### config.mk
export PLATFORM = sky130hd
export DESIGN_NAME = bcp_ctrl
export DESIGN_NICKNAME = d
export VERILOG_FILES = /design/src/hw/rtl/bcp_pkg.sv /design/src/hw/rtl/bcp_ctrl.sv
export VERILOG_INCLUDE_DIRS = /design/src /design/src/hw/rtl
export SDC_FILE = /design/constraint.sdc
export NUM_CORES = 1
export LEC_CHECK = 0
export ABC_AREA = 1
export CAP_MARGIN = 0
export CORE_MARGIN = 4
export CORE_UTILIZATION = 45
export CTS_CLUSTER_SIZE = 20
export DETAILED_ROUTE_END_ITERATION = 12
export DONT_BUFFER_PORTS = 1
export GPL_TIMING_DRIVEN = 0
export HOLD_SLACK_MARGIN = 0.02
export MAX_ROUTING_LAYER = met4
export PLACE_DENSITY = 0.59
export SYNTH_ARGS = -nofsm -noshare
export SYNTH_HDL_FRONTEND = slang
export SYNTH_SLANG_ARGS = --single-unit
### constraint.sdc
create_clock -name i_clk -period 4.1 [get_ports i_clk]
set_clock_uncertainty 0.15 [all_clocks]
set_input_delay 0 -clock i_clk [delete_from_list [all_inputs] [get_ports i_clk]]
set_output_delay 0 -clock i_clk [all_outputs]
set_load 0.005 [all_outputs]
### src/hw/rtl/assert_macros.svh
// Assertion helpers shared by the RTL; sampled on i_clk, quiet while in reset.
`ifndef ASSERT_MACROS_SVH
`define ASSERT_MACROS_SVH

// Same-cycle check
`define BCP_ASSERT(label, prop, msg) \
    label: assert property (@(posedge i_clk) disable iff (!i_rst_n) prop) \
        else $error(msg);

// Check that follows in the cycle after a trigger
`define BCP_ASSERT_NEXT(label, trig, prop, msg) \
    label: assert property (@(posedge i_clk) disable iff (!i_rst_n) (trig) |=> (prop)) \
        else $error(msg);

`endif

### src/hw/rtl/bcp_pkg.sv
package bcp_pkg;

    localparam int NUM_KINDS = 6;
    localparam int CNT_W     = 17;
    localparam int PROB_W    = 17;
    localparam int DIV_CNT_W = 5;
    localparam logic [DIV_CNT_W-1:0] DIV_LAST = 5'd16;

    localparam int CFG_IDX_W  = 2;
    localparam int CFG_DATA_W = 16;
    localparam logic [CFG_IDX_W-1:0] CFG_DIST_LIMIT  = 2'd0;
    localparam logic [CFG_IDX_W-1:0] CFG_STACK_LIMIT = 2'd1;
    localparam logic [CFG_IDX_W-1:0] CFG_STATS_LIMIT = 2'd2;

    localparam logic [8:0]  DIST_LIMIT_RST  = 9'd256;
    localparam logic [4:0]  STACK_LIMIT_RST = 5'd16;
    localparam logic [15:0] STATS_LIMIT_RST = 16'd65535;

    localparam logic [CNT_W-1:0] HIT_RST   = 17'd1;
    localparam logic [CNT_W-1:0] TOTAL_RST = 17'd256;

    typedef logic [2:0] t_kind;

    typedef struct packed {
        logic accept;
        logic push;
        logic rd_upd;
        logic wr_upd;
        logic rd_pred;
        logic res_zero;
        logic div_load;
        logic div_step;
        logic out_load;
        logic clr_step;
    } t_cmd;

    typedef struct packed {
        logic push_path;
        logic nopred_path;
        logic has_pred;
        logic div_last;
        logic clr_last;
        logic out_free;
    } t_status;

    function automatic logic [7:0] closer_of(input t_kind k);
        logic [7:0] c;
        case (k)
            3'd0:    c = 8'h29;
            3'd1:    c = 8'h7D;
            3'd2:    c = 8'h5D;
            3'd3:    c = 8'h3E;
            3'd4:    c = 8'h27;
            3'd5:    c = 8'h22;
            default: c = 8'h29;
        endcase
        return c;
    endfunction

    // {valid, kind}
    function automatic logic [3:0] opener_kind(input logic [7:0] b);
        logic [3:0] r;
        case (b)
            8'h28:   r = {1'b1, 3'd0};
            8'h7B:   r = {1'b1, 3'd1};
            8'h5B:   r = {1'b1, 3'd2};
            8'h3C:   r = {1'b1, 3'd3};
            8'h27:   r = {1'b1, 3'd4};
            8'h22:   r = {1'b1, 3'd5};
            default: r = 4'd0;
        endcase
        return r;
    endfunction

endpackage

### src/hw/rtl/bcp_ctrl.sv
`include "assert_macros.svh"

module bcp_ctrl (
    input  logic             i_clk,
    input  logic             i_rst_n,
    input  logic             i_in_valid,
    output logic             o_in_ready,
    input  bcp_pkg::t_status i_status,
    output bcp_pkg::t_cmd    o_cmd
);

    typedef enum logic [8:0] {
        S_CLEAR    = 9'b000000001,
        S_IDLE     = 9'b000000010,
        S_DECIDE   = 9'b000000100,
        S_RD_UPD   = 9'b000001000,
        S_MOD      = 9'b000010000,
        S_RD_PRED  = 9'b000100000,
        S_LOAD_DIV = 9'b001000000,
        S_DIV      = 9'b010000000,
        S_OUT      = 9'b100000000
    } t_state;

    t_state r_state, n_state;
    logic   w_accept;

    assign o_in_ready = (r_state == S_IDLE);
    assign w_accept   = o_in_ready && i_in_valid;

    always_comb begin
        n_state = r_state;
        o_cmd   = '0;
        case (r_state)
            S_CLEAR: begin
                o_cmd.clr_step = 1'b1;
                if (i_status.clr_last) begin
                    n_state = S_IDLE;
                end
            end
            S_IDLE: begin
                if (w_accept) begin
                    o_cmd.accept = 1'b1;
                    n_state      = S_DECIDE;
                end
            end
            S_DECIDE: begin
                if (i_status.nopred_path) begin
                    o_cmd.res_zero = 1'b1;
                    n_state        = S_OUT;
                end else if (i_status.push_path) begin
                    o_cmd.push = 1'b1;
                    n_state    = S_RD_PRED;
                end else begin
                    n_state = S_RD_UPD;
                end
            end
            S_RD_UPD: begin
                o_cmd.rd_upd = 1'b1;
                n_state      = S_MOD;
            end
            S_MOD: begin
                o_cmd.wr_upd = 1'b1;
                n_state      = S_RD_PRED;
            end
            S_RD_PRED: begin
                if (i_status.has_pred) begin
                    o_cmd.rd_pred = 1'b1;
                    n_state       = S_LOAD_DIV;
                end else begin
                    o_cmd.res_zero = 1'b1;
                    n_state        = S_OUT;
                end
            end
            S_LOAD_DIV: begin
                o_cmd.div_load = 1'b1;
                n_state        = S_DIV;
            end
            S_DIV: begin
                o_cmd.div_step = 1'b1;
                if (i_status.div_last) begin
                    n_state = S_OUT;
                end
            end
            S_OUT: begin
                // hold until the output register is free
                if (i_status.out_free) begin
                    o_cmd.out_load = 1'b1;
                    n_state        = S_IDLE;
                end
            end
            default: begin
                n_state = S_IDLE;
            end
        endcase
    end

    always_ff @(posedge i_clk) begin
        if (!i_rst_n) begin
            r_state <= S_CLEAR;
        end else begin
            r_state <= n_state;
        end
    end

    `BCP_ASSERT_NEXT(a_accept_decides, w_accept, r_state == S_DECIDE,
        "accepted item did not move to decode")
    `BCP_ASSERT_NEXT(a_div_ends, (r_state == S_DIV) && i_status.div_last,
        r_state == S_OUT, "divide did not hand over to output")

endmodule

======== After elaboration in Yosys (flattened, before gate mapping) ========
Cells that the tools add are included.
cells by class
  equal/unequal tests ..................... 13
  muxes and demuxes ....................... 25
  reduce and logical (&&, ||, !) cells .... 2
operators by type and width
  cell                number
  $pmux 9 s9          1
  $mux 9              6
  $mux 1              16
  $eq 9x1->1 const B  1
  $eq 9x2->1 const B  1
  $eq 9x3->1 const B  1
  $eq 9x4->1 const B  1
  $eq 9x5->1 const B  1
  $eq 9x6->1 const B  1
  $eq 9x7->1 const B  1
  $eq 9x8->1 const B  1
  $eq 9x9->1 const B  1
  $mux 6              1
  $ne 2x2->1 const B  3
  $reduce_and 4->1    1
  $ne 2x1->1 const B  1
  $pmux 1 s2          1
  $logic_and 1x1->1   1
storage, ports and cells
  register bits ........................... 9
  input bits .............................. 9
  logic and storage cells ................. 41

======== Longest topological paths before layout ========
  depth in word-level cells ............... 4
  gate-level depth with buffers ........... 10
  depth with buffers taken out ............ 10

======== Least setup slack after synthesis ========
No wires, ideal clock.
  path kind ............................... reg2reg
  start point ............................. register r_state[7]
  end point ............................... register r_state[7]
  data arrival time ....................... 1.051 ns
  required time ........................... 3.829 ns
  slack ................................... 2.778 ns
  cell stages (with the launch flop) ...... 10
  buffers on the path ..................... 0
  path through ............................ dfxtp_1 > nor2_4 > nand2_4 > inv_1 > nand3_2 > nand2_2 > nor2_4 > inv_2 > nor2_1 > nor3_2
between the ends
  longest elaborated chain between the ends .. 4
ends and longest elaborated chain
  what                        RTL line                        text
  start, declared             bcp_ctrl.sv:24                  t_state r_state, n_state;
  start signal, assigned      bcp_ctrl.sv:101                 r_state <= n_state;
  $eq 9x2->1                  bcp_ctrl.sv:27, bcp_ctrl.sv:33
  $logic_and 1x1->1           bcp_ctrl.sv:28                  assign w_accept = o_in_ready && i_in_valid;
  $ne 2x1->1 (no line)        --
  $reduce_and 4->1 (no line)  --
Parallel ways exist; a longest one is shown, timed or not.
A chain may end at the register's enable or synchronous reset.

======== Final worst setup path ========
Same ends and word-level chain as after synthesis.

==> impl_metrics.yaml <==
run_status:
  status: "completed"
setup_path:
  r2r-start: "r_state[7]"
  endpoint: "r_state[7]"
  regToRegEndpoint: "r_state[7]"
  required_ns: 4.09
  r2r_cells: 10
  startpoint: "r_state[7]"
  worstPathArrival_ns: 2.06
  path_class: "register to register"
  critPathLaunchType: "register"
  path_max_fanout: 4
  cp-end-kind: "register"
  reg2reg_slack_ns: 2.03
finish:
  regArea_um2: 180
  top_register: "r_state"
  fin_util_pct: 59.3
  syn2layout_area_growth_pct: 20.3
  layout-drive-gt1-share_pct: 21.8
  nFillCells: 148
  largestRegisters: "r_state x9"
  largest_reg_flops: 9
  fin_nets: 129
  antenna_cells: 0
  fin_cells: 134
  multi_input_area_um2: 384
power:
  ir_drop_mv: 0.152
  leakage_nw: 0.454
  powerDensity_nw_per_um2: 298
yosys:
  syn_nets: 115
  ys_seq_elements: 9
  syn_inst: 106
  syn_area_um2: 666
  ys_types: 18
  ys_seq_area_share_pct: 27.1
  yosysWarnings: 0
  syn_area_per_cell_um2: 6.28
timing:
  rsz0062_at_grt: "false"
  slew_violations: 0
  final.min_clock_period_ns: 2.07
  fmax_mhz: 483
  relSlewSlack_pct: 83.1
  tns_ns: 0
  setup_violations: 0
  fin_crit_sh_pct: 50.5
  tightestPinTransition_ns: 0.252
  finalHoldViolations: 0
detailed_routing:
  drt-wirelength-per-cell_um: 11.3
  via_per_inst: 4.57
  first_iter_violations: 2
  drt_wl_total_um: 1510
  final_antenna_net_count: 0
  drt_first_pass_iters: 4
  vias: 612
  drc_errors: 0
place:
  place_inst: 121
  gp_routability_congestion: 0.718
  io_buffers: 0
  place_hpwl_um: 1200
floorplan:
  dieArea_um2: 2160
  die_h_um: 46.5
  die_w_um: 46.5
  pin_count: 20
  rows: 13
  design.core.area_um2: 1350
  initial_utilization_pct: 49.3
job:
  max_cap_viol_count: 0
grt:
  antenna_found_initial: 0
  grt_usage_pct: 17.6
  grt_max_degree: 7
  grt_overflow: 0
  grt_pass1_wl_um: 2530
  grt_pass1_vias: 630
clock_network:
  root_buffer: "clkbuf_4"
  cts_setup_buffers: 0
  cts_tree: "done"
  htreeDepth: 1
  numCtsBuffers: 3
  cts_sinks: 9
  post_cts_resized: 0
  clk_pin_slew_worst_paths_ns: 0.06
  clk_path_buf_depth: 2
  holdBufCountCts: 9
  clk_latency_ns: 0.26
worst_hold_path:
  hold_class: "primary input to register"
[cells in the final DEF (no fill, tap or decap), drive strengths merged]
master	synthesis	final
inv	27	27
nor2	25	25
nand2	24	24
nand3	11	11
dlygate4sd3	0	9
dfxtp	9	9
nor3	4	4
clkbuf	0	4
a21oi	3	3
nand4	1	1
nand3b	1	1
nor4	1	1
[stage by stage]
stage | setup slack, ns | power (mW) | area, µm² | hold slack (ns)
3_3_place_gp | 2.64 | 0.158 | 684 | -0.0762
5_1_grt | 1.89 | 0.255 | 801 | 0.0786
6_report | 2.03 | 0.239 | 801 | 0.0456
4_1_cts | 2.01 | 0.243 | 801 | 0.0548
3_5_place_dp | 2.61 | 0.160 | 684 | -0.0649
2_1_floorplan | 2.78 | 0.150 | 666 | -0.0806
[routing by layer]
layer	global-route usage (%)	routed length, µm	up-vias
met1	21.0	756	253
met5	-	0	-
met2	27.5	701	10
met3	3.91	44	2
met4	8.52	12	0
li1	-	-	347
[kinds of logic (layout without fill, tap and decap cells)]
logic type / after synthesis / count (layout) / share of synthesized area (%)
simple gates: 67 / 67 / 54.3
buf+inv: 27 / 40 / 15.2
flops: 9 / 9 / 27.1
compound gates: 3 / 3 / 3.38
[worst max-delay path: stages, from the launching register on]
cell and delay (ns):
dfxtp_1 0.42, nor2_4 0.07, nand2_4 0.10, inv_1 0.06, nand3_2 0.10, nand2_2 0.07, nor2_4 0.12, dlygate4sd3_1 0.65
inv_2 0.06, nor2_1 0.11, nor3_2 0.05
[area by class of cell]
cell class	count	share of cell area, %
multi-input cells	70	48.0
flip-flops and latches	9	22.5
clock buffers	4	3.28
repair buffers	9	11.2
well taps	15	2.34
inverters	27	12.7
[cell usage after synthesis (all sizes together)]
cell	number	area [µm²]
nand4	1	6.26
nand2	24	115
dfxtp	9	180
a21oi	3	22.5
nor2	25	131
inv	27	101
nor3	4	25.0
nand3b	1	7.51
nand3	11	70.1
nor4	1	6.26
[worst min-delay path by stage]
stage,cells after the start,startpoint,endpoint
2_1_floorplan,1,i_rst_n,r_state[0]
3_3_place_gp,1,i_rst_n,r_state[0]
3_5_place_dp,1,i_status[4],r_state[3]
4_1_cts,6,i_status[2],r_state[7]
5_1_grt,6,i_status[2],r_state[7]
6_report,6,i_status[2],r_state[7]
[power breakdown]
part           internal (mW)  switching, mW
logic                 0.0268         0.0428
clock network         0.0376         0.0347
registers             0.0921        0.00495
Power figures use the tool's default switching activity.
